<file path="src/sv/lstb_pkg.sv">
// Shared types and constants for the link state trace buffer.
// No dependencies; imported by every module of the block except lstb_ram.
package lstb_pkg;

	typedef enum logic [1:0] {
		OP_LOG    = 2'd0,
		OP_READ   = 2'd1,
		OP_STATUS = 2'd2,
		OP_CLEAR  = 2'd3
	} op_t;

	typedef enum logic [0:0] {
		REG_LOGGING_ENABLED = 1'b0,
		REG_LINK_NUMBER     = 1'b1
	} cfg_reg_t;

	localparam int CFG_DATA_W = 3;

	localparam logic [5:0] UNKNOWN_STATE = 6'h3F;

	typedef struct packed {
		op_t         operation;
		logic [5:0]  ltssm_state;
		logic        link_is_up;
		logic        data_link_is_up;
		logic [2:0]  speed_code;
		logic [19:0] time_stamp;
		logic [7:0]  entry_index;
	} item_t;

	typedef struct packed {
		logic        was_logged;
		logic [5:0]  entry_state;
		logic        entry_link_up;
		logic        entry_data_link_up;
		logic [2:0]  entry_speed;
		logic [19:0] entry_time;
		logic [5:0]  write_position;
		logic [6:0]  stored_count;
		logic [15:0] overflow_total;
		logic [5:0]  previous_state;
	} result_t;

	// one ring slot, 31 bits
	typedef struct packed {
		logic [19:0] time_stamp;
		logic [2:0]  speed;
		logic        data_link_up;
		logic        link_up;
		logic [5:0]  state;
	} entry_t;

	localparam int ENTRY_W = $bits(entry_t);

	typedef enum logic [0:0] {
		ST_IDLE = 1'b0,
		ST_EXEC = 1'b1
	} state_t;

	typedef struct packed {
		logic accept;
		logic execute;
	} ctl_cmd_t;

	typedef struct packed {
		logic result_busy;
	} ctl_sts_t;

endpackage

</file>
<file path="src/sv/lstb_ram.sv">
// Generic single-write, single-read RAM with registered read data.
// No dependencies.
module lstb_ram #(
	parameter int WIDTH = 31,
	parameter int DEPTH = 64
) (
	input  logic                     clk,
	input  logic                     wr_en,
	input  logic [$clog2(DEPTH)-1:0] wr_addr,
	input  logic [WIDTH-1:0]         wr_data,
	input  logic                     rd_en,
	input  logic [$clog2(DEPTH)-1:0] rd_addr,
	output logic [WIDTH-1:0]         rd_data
);

	logic [WIDTH-1:0] mem_q [DEPTH];

	always_ff @(posedge clk) begin
		if (wr_en) begin
			mem_q[wr_addr] <= wr_data;
		end
		if (rd_en) begin
			rd_data <= mem_q[rd_addr];
		end
	end

endmodule

</file>
<file path="src/sv/lstb_ctrl.sv">
// Sequencer for the trace buffer: accept a word, then execute it once
// the result register is free. Depends on lstb_pkg.
module lstb_ctrl (
	input  logic              clk,
	input  logic              arst_n,
	input  logic              item_valid,
	output logic              item_ready,
	input  lstb_pkg::ctl_sts_t sts,
	output lstb_pkg::ctl_cmd_t cmd
);
	import lstb_pkg::*;

	state_t state_q;
	state_t state_n;

	always_ff @(posedge clk or negedge arst_n) begin
		if (!arst_n) begin
			state_q <= ST_IDLE;
		end else begin
			state_q <= state_n;
		end
	end

	always_comb begin
		state_n    = state_q;
		cmd        = '0;
		item_ready = 1'b0;
		unique case (state_q)
			ST_IDLE: begin
				item_ready = 1'b1;
				if (item_valid) begin
					cmd.accept = 1'b1;
					state_n    = ST_EXEC;
				end
			end
			ST_EXEC: begin
				if (!sts.result_busy) begin
					cmd.execute = 1'b1;
					state_n     = ST_IDLE;
				end
			end
			default: state_n = ST_IDLE;
		endcase
	end

endmodule

</file>
<file path="src/sv/lstb_dp.sv">
// Datapath: item register, ring RAM, slot valid bits, counters and the
// result register. Depends on lstb_pkg and lstb_ram.
module lstb_dp #(
	parameter int RING_DEPTH    = 64,
	parameter int OVERFLOW_BITS = 16
) (
	input  logic                          clk,
	input  logic                          arst_n,
	input  logic                          cfg_write_en,
	input  lstb_pkg::cfg_reg_t            cfg_index,
	input  logic [lstb_pkg::CFG_DATA_W-1:0] cfg_data,
	input  lstb_pkg::item_t               item,
	input  lstb_pkg::ctl_cmd_t            cmd,
	output lstb_pkg::ctl_sts_t            sts,
	output logic                          result_valid,
	input  logic                          result_ready,
	output lstb_pkg::result_t             result
);
	import lstb_pkg::*;

	localparam int AW = $clog2(RING_DEPTH);
	localparam int CW = $clog2(RING_DEPTH + 1);

	logic                     enable_q;
	logic [2:0]               link_number_q;
	item_t                    item_s1;
	logic [RING_DEPTH-1:0]    valid_q;
	logic [AW-1:0]            wp_q;
	logic [CW-1:0]            fill_q;
	logic [OVERFLOW_BITS-1:0] ovf_q;
	logic [5:0]               last_q;
	logic                     result_valid_q;

	logic [AW-1:0]            wp_n;
	logic [CW-1:0]            fill_n;
	logic [OVERFLOW_BITS-1:0] ovf_n;
	logic [5:0]               last_n;
	logic [RING_DEPTH-1:0]    valid_n;
	logic                     do_log;
	logic                     idx_ok;
	logic [AW-1:0]            rd_idx;
	entry_t                   wr_entry;
	entry_t                   rd_entry;
	entry_t                   out_entry;
	result_t                  result_n;

	assign rd_idx = item_s1.entry_index[AW-1:0];
	assign idx_ok = 32'(item_s1.entry_index) < RING_DEPTH;

	assign wr_entry.state        = item_s1.ltssm_state;
	assign wr_entry.link_up      = item_s1.link_is_up;
	assign wr_entry.data_link_up = item_s1.data_link_is_up;
	assign wr_entry.speed        = item_s1.speed_code;
	assign wr_entry.time_stamp   = item_s1.time_stamp;

	assign do_log = (item_s1.operation == OP_LOG) && enable_q
		&& ((item_s1.ltssm_state != last_q) || (fill_q == '0));

	// read address is taken from the incoming word, so data is ready in exec
	lstb_ram #(
		.WIDTH (ENTRY_W),
		.DEPTH (RING_DEPTH)
	) u_ring (
		.clk     (clk),
		.wr_en   (cmd.execute && do_log),
		.wr_addr (wp_q),
		.wr_data (wr_entry),
		.rd_en   (cmd.accept),
		.rd_addr (item.entry_index[AW-1:0]),
		.rd_data (rd_entry)
	);

	always_comb begin
		wp_n    = wp_q;
		fill_n  = fill_q;
		ovf_n   = ovf_q;
		last_n  = last_q;
		valid_n = valid_q;
		out_entry = '0;
		unique case (item_s1.operation)
			OP_LOG: begin
				if (do_log) begin
					valid_n[wp_q] = 1'b1;
					last_n        = item_s1.ltssm_state;
					wp_n = (wp_q == AW'(RING_DEPTH - 1)) ? '0 : wp_q + 1'b1;
					if (fill_q < CW'(RING_DEPTH)) begin
						fill_n = fill_q + 1'b1;
					end else begin
						ovf_n = ovf_q + 1'b1;
					end
				end
			end
			OP_READ: begin
				if (idx_ok && valid_q[rd_idx]) begin
					out_entry = rd_entry;
				end
			end
			OP_STATUS: ;
			OP_CLEAR: begin
				valid_n = '0;
				wp_n    = '0;
				fill_n  = '0;
				ovf_n   = '0;
				last_n  = UNKNOWN_STATE;
			end
			default: ;
		endcase

		result_n.was_logged         = do_log;
		result_n.entry_state        = out_entry.state;
		result_n.entry_link_up      = out_entry.link_up;
		result_n.entry_data_link_up = out_entry.data_link_up;
		result_n.entry_speed        = out_entry.speed;
		result_n.entry_time         = out_entry.time_stamp;
		result_n.write_position     = 6'(32'(wp_n));
		result_n.stored_count       = 7'(32'(fill_n));
		result_n.overflow_total     = 16'(32'(ovf_n));
		result_n.previous_state     = last_n;
	end

	always_ff @(posedge clk or negedge arst_n) begin
		if (!arst_n) begin
			enable_q      <= 1'b1;
			link_number_q <= '0;
		end else if (cfg_write_en) begin
			unique case (cfg_index)
				REG_LOGGING_ENABLED: enable_q      <= cfg_data[0];
				REG_LINK_NUMBER:     link_number_q <= cfg_data[2:0];
				default: ;
			endcase
		end
	end

	always_ff @(posedge clk or negedge arst_n) begin
		if (!arst_n) begin
			valid_q        <= '0;
			wp_q           <= '0;
			fill_q         <= '0;
			ovf_q          <= '0;
			last_q         <= UNKNOWN_STATE;
			result_valid_q <= 1'b0;
		end else begin
			if (cmd.execute) begin
				valid_q        <= valid_n;
				wp_q           <= wp_n;
				fill_q         <= fill_n;
				ovf_q          <= ovf_n;
				last_q         <= last_n;
				result_valid_q <= 1'b1;
			end else if (result_ready) begin
				result_valid_q <= 1'b0;
			end
		end
	end

	always_ff @(posedge clk) begin
		if (cmd.accept) begin
			item_s1 <= item;
		end
		if (cmd.execute) begin
			result <= result_n;
		end
	end

	assign sts.result_busy = result_valid_q && !result_ready;
	assign result_valid    = result_valid_q;

endmodule

</file>
<file path="src/sv/link_state_trace_buffer.sv">
// Link state trace buffer, top level: sequencer plus datapath.
// Accept starts the ring read and moves to EXEC; the execute edge sets result valid.
// A new word is accepted only once the current one has executed.
// A waiting result holds execution of the next word, not its acceptance.
// Reset (async, active low) empties the ring via valid bits, zeroes the
// counters, sets previous state to 63, enables logging, link number 0.
module link_state_trace_buffer #(
	parameter int RING_DEPTH    = 64,
	parameter int OVERFLOW_BITS = 16
) (
	input  logic                            clk,
	input  logic                            arst_n,
	input  logic                            cfg_write_en,
	input  lstb_pkg::cfg_reg_t              cfg_index,
	input  logic [lstb_pkg::CFG_DATA_W-1:0] cfg_data,
	input  logic                            item_valid,
	output logic                            item_ready,
	input  lstb_pkg::item_t                 item,
	output logic                            result_valid,
	input  logic                            result_ready,
	output lstb_pkg::result_t               result
);
	import lstb_pkg::*;

	ctl_cmd_t cmd;
	ctl_sts_t sts;

	lstb_ctrl u_ctrl (
		.clk        (clk),
		.arst_n     (arst_n),
		.item_valid (item_valid),
		.item_ready (item_ready),
		.sts        (sts),
		.cmd        (cmd)
	);

	lstb_dp #(
		.RING_DEPTH    (RING_DEPTH),
		.OVERFLOW_BITS (OVERFLOW_BITS)
	) u_dp (
		.clk          (clk),
		.arst_n       (arst_n),
		.cfg_write_en (cfg_write_en),
		.cfg_index    (cfg_index),
		.cfg_data     (cfg_data),
		.item         (item),
		.cmd          (cmd),
		.sts          (sts),
		.result_valid (result_valid),
		.result_ready (result_ready),
		.result       (result)
	);

endmodule

</file>
<file path="config.mk">
export PLATFORM = sky130hd
export DESIGN_NAME = link_state_trace_buffer
export DESIGN_NICKNAME = d
export VERILOG_FILES = /design/src/sv/lstb_pkg.sv /design/src/sv/lstb_ram.sv /design/src/sv/lstb_ctrl.sv /design/src/sv/lstb_dp.sv /design/src/sv/link_state_trace_buffer.sv
export SDC_FILE = /design/constraint.sdc
export NUM_CORES = 2
export LEC_CHECK = 0
export BUFFER_PORTS_ARGS = -buffer_cell sky130_fd_sc_hd__buf_2
export CAP_MARGIN = 10
export CORE_MARGIN = 3
export CORE_UTILIZATION = 55
export DETAILED_ROUTE_END_ITERATION = 10
export MAX_ROUTING_LAYER = met4
export PLACE_DENSITY = 0.74
export SLEW_MARGIN = 5
export SYNTH_ARGS = -nofsm -noshare
export SYNTH_HDL_FRONTEND = slang
export SYNTH_HIERARCHICAL = 1
export SYNTH_SLANG_ARGS = --single-unit
export TNS_END_PERCENT = 20
</file>
<file path="constraint.sdc">
create_clock -name clk -period 17.45 [get_ports clk]
set_input_delay 1.745 -clock clk [delete_from_list [all_inputs] [get_ports clk]]
set_output_delay 1.745 -clock clk [all_outputs]
set_load 0.05 [all_outputs]
</file>
==> metrics.md <==
| Metric | Value |
|---|---|
| Status | complete, no violations |
| GRT Util Overall | 27.0% |
| Remaining Overflow, GRT | 0 |
| Main synth FF type | edfxtp_1 |
| Synth warn | 6 |
| Global-route wire length before repair | 307000 um |
| Tcrit/Tclk final | 35.6% |
| CP cell instances | buf_8 -> buf_4 -> buf_4 -> buf_12 -> mux4_2 -> mux2i_1 -> nor2_1 -> a311oi_1 -> nor3_1 |
| Post-synthesis instance area | 86800 um^2 |
| Routed vias | 44596 |
| Post-Synth XOR/XNOR Area | 0.212% |
| Antenna Violating Nets Remaining | 0 |
| Largest family of logic cells by synthesized area | multiplexers |
| IO buf count | 116 |
| H-Tree Depth | 4 |
| Routed WL | 212000 um |
| Max FO, Critical Path | 94 |
| Critical Path Max Stage Delay | 850 ps |
| Worst R2R Start | u_dp/item_s1[35]$_DFFE_PP_ |
| RSZ-0062 raised after global routing | false |
| Synth Instances | 4321 |
| Final Hold Fails | 0 |
| Most frequent CP cell | buf_4 |
| Max-cap violation count | 0 |
| Pwr Density | 116 nW/um^2 |
| Top cells by area, synth | edfxtp_1 73%, mux4_2 11%, mux2i_1 3.5%, dfrtp_1 2.7%, a22oi_1 0.92% |
| Mean Syn Cell Area | 20.1 um^2 |
| Core Footprint | 156000 um^2 |
| Final HPWL DP | 114000 um |
| Layout cells sized above 1 | 23.1% |
| Crit path DAT | 6710 ps |
| Top Ports | 119 |
| Syn nets | 4378 |
| Yosys reg bits | 2225 |
| Via/cell ratio | 6.58 |
| Worst setup path start | item[0] |
| Worst reg-to-reg path cell count | 10 |
| Slowest CP cell | buf_4 |
| # hold bufs at CTS | 0 |
| Hold Path Class | reg -> reg |
| Max-slew headroom | 11.7% |
| Clock sink total | 2225 |
| Leakage power figure | 0.0317 uW |
| Die height | 403 um |
| Crit path to | u_dp/u_ring/rd_data[13]$_DFFE_PP_ |
| TritonCTS Buffers | 212 |
| Avg WL per Cell | 31.2 um |
| Initial antenna violation count | 14 |
| Async SR Flop Fraction | 4.58% |
| Reg clk slew, reported paths | 60 ps |
| EDFF count, synth | 2123 |
| Vias in the first global route | 43723 |
| DIE AREA | 163000 um^2 |
| Row count | 145 |
| Worst Setup End Kind | flop |
| Compound-Gate Fraction of Synth Area | 4.68% |
| Post-synth cell types | 63 |
| Maximum VDD drop | 0.105 mV |
| Clk root buf | clkbuf_16 |
| Post-CTS Setup Inserts | 0 |
| Post-synth top area share | 73.5% |
| Kind of critical path | in -> reg |
| CTS tree | done |
| Crit path time final | 6210 ps |
| R2r setup slk | 11750 ps |
| Sequential fraction of the synthesis area | 76.4% |
| Final worst setup slack | 11240 ps |
| Fin. max-slew vios | 0 |
| Count of final setup violators | 0 |
| CTS Buffer Depth | 3 |
| Slew at the pin closest to its max-slew limit | 1310 ps |
| Reg-to-Reg End | u_dp/u_ring/mem_q[16][26]$_DFFE_PP_ |
| Die width | 403 um |
| Mux cell area share after synthesis | 14.5% |
| Fmax achieved | 161 MHz |
| Setup_tns | 0 ps |
| Largest net degree at the start of global routing | 124 |
| Post-synthesis adder-cell area fraction | 0.101% |
| CP required | 17940 ps |
| DRC viols | 0 |
| Post-Synth Simple-Gate Area | 2.57% |
| Clock latency on the worst-skew pair | 850 ps |
| Setup Skew | 44.7 ps |
| Nets | 4590 |
| Synth area leader | edfxtp_1 |
| Starting Density | 55.5% |
| Crit path launch type | input pin |
| RePlAce Congestion | 0.845 |
| Post-CTS sizing | 0 |
| Hold WS | 491 ps |
| 1st-pass router iterations | 6 |
| 1st-iter DRT viols | 6769 |
| Final cell utilization of the core | 62.1% |
| Area growth syn-to-layout | 12.0% |
| Pre-CTS setup slack | 10370 ps |
sequential cells by signal (all words and copies together) (netlist names):
name,cells
u_dp/u_ring/mem_q,1984
u_dp/result,67
u_dp/valid_q,64
u_dp/item_s1,41
u_dp/u_ring/rd_data,31
u_dp/ovf_q,16
u_dp/fill_q,7
u_dp/last_q,6
u_dp/wp_q,6
u_ctrl/state_q,1
u_dp/enable_q,1
u_dp/result_valid,1
metal layers:
metal / vias to the layer above / wire length [um] / track usage, %
met3: 422 / 23200 / 5.50
met5: - / 0 / -
li1: 18357 / - / -
met1: 23113 / 78900 / 36.8
met2: 2704 / 101000 / 41.1
met4: 0 / 8670 / 10.1
layout make-up:
type                    count  area (um^2)
flip-flops and latches   2225        66300
inverters                  16         60.1
fillers                 10397        59200
clock buffers             262         5590
well taps                2058         2570
multi-input cells        1816        19700
diodes                      5         12.5
repair buffers            262         1780
clock inverters           136         1090
critical path, delay by kind of cell:
kind / cells / cell delay (ps)
buf+inv: 4 / 2790
simple gates: 2 / 380
mux: 2 / 740
compound gates: 1 / 820
per-stage QoR:
step / area (um^2) / instances / power, uW
floorplan: 86800 / 4321 / 6660
global placement: 90400 / 6375 / 6960
detailed placement: 90400 / 6376 / 6980
CTS: 97100 / 6774 / 11300
global route: 97200 / 6777 / 11600
finish: 97200 / 6780 / 11300
worst min path at each step:
stage	cells after the start	slack (ps)	endpoint	start
2_1_floorplan	1	460	u_dp/valid_q[2]$_DFFE_PN0P_	u_dp/valid_q[2]$_DFFE_PN0P_
3_5_place_dp	1	480	u_dp/valid_q[6]$_DFFE_PN0P_	u_dp/valid_q[6]$_DFFE_PN0P_
4_1_cts	1	490	u_dp/valid_q[6]$_DFFE_PN0P_	u_dp/valid_q[6]$_DFFE_PN0P_
6_report	1	490	u_dp/valid_q[18]$_DFFE_PN0P_	u_dp/valid_q[18]$_DFFE_PN0P_
5_1_grt	1	500	u_dp/valid_q[53]$_DFFE_PN0P_	u_dp/valid_q[53]$_DFFE_PN0P_
3_3_place_gp	1	470	u_dp/valid_q[3]$_DFFE_PN0P_	u_dp/valid_q[3]$_DFFE_PN0P_
kinds of logic (layout without fill, tap and decap cells):
| family | after synthesis | in the layout |
|---|---|---|
| AOI/OAI and AO/OA | 598 | 598 |
| xor gates and xnor gates | 21 | 21 |
| muxes | 732 | 732 |
| buffers and inverters | 280 | 676 |
| and+or+nand+nor | 458 | 458 |
| DFF | 2225 | 2225 |
| other | 0 | 5 |
| adders and majority gates | 7 | 7 |
Yosys cell counts, types with 57 or more instances:
| master | count |
|---|---|
| mux2i_1 | 303 |
| a31oi_1 | 57 |
| nor2_1 | 124 |
| edfxtp_1 | 2123 |
| buf_2 | 92 |
| o21ai_0 | 73 |
| a22oi_1 | 106 |
| clkbuf_1 | 124 |
| o22ai_1 | 86 |
| nand2_1 | 131 |
| o21a_1 | 63 |
| a21oi_1 | 80 |
| mux4_2 | 419 |
| nand4_1 | 71 |
| dfrtp_1 | 95 |
cell usage in the layout, fill, tap and decap left out, types with 80 or more instances in the layout:
master / instances
mux2i_1: 303
buf_4: 143
o22ai_1: 86
mux4_2: 419
buf_2: 111
a22oi_1: 104
edfxtp_1: 2123
a21oi_1: 80
dfrtp_1: 95
clkbuf_16: 216
nand2_1: 130
power breakdown:
part / switching (uW) / total, uW / internal [uW]
Clock: 1940 / 4390 / 2450
Combinational: 628 / 866 / 237
Sequential: 42.8 / 6010 / 5970
No activity file was read; power rests on OpenSTA's default activity.
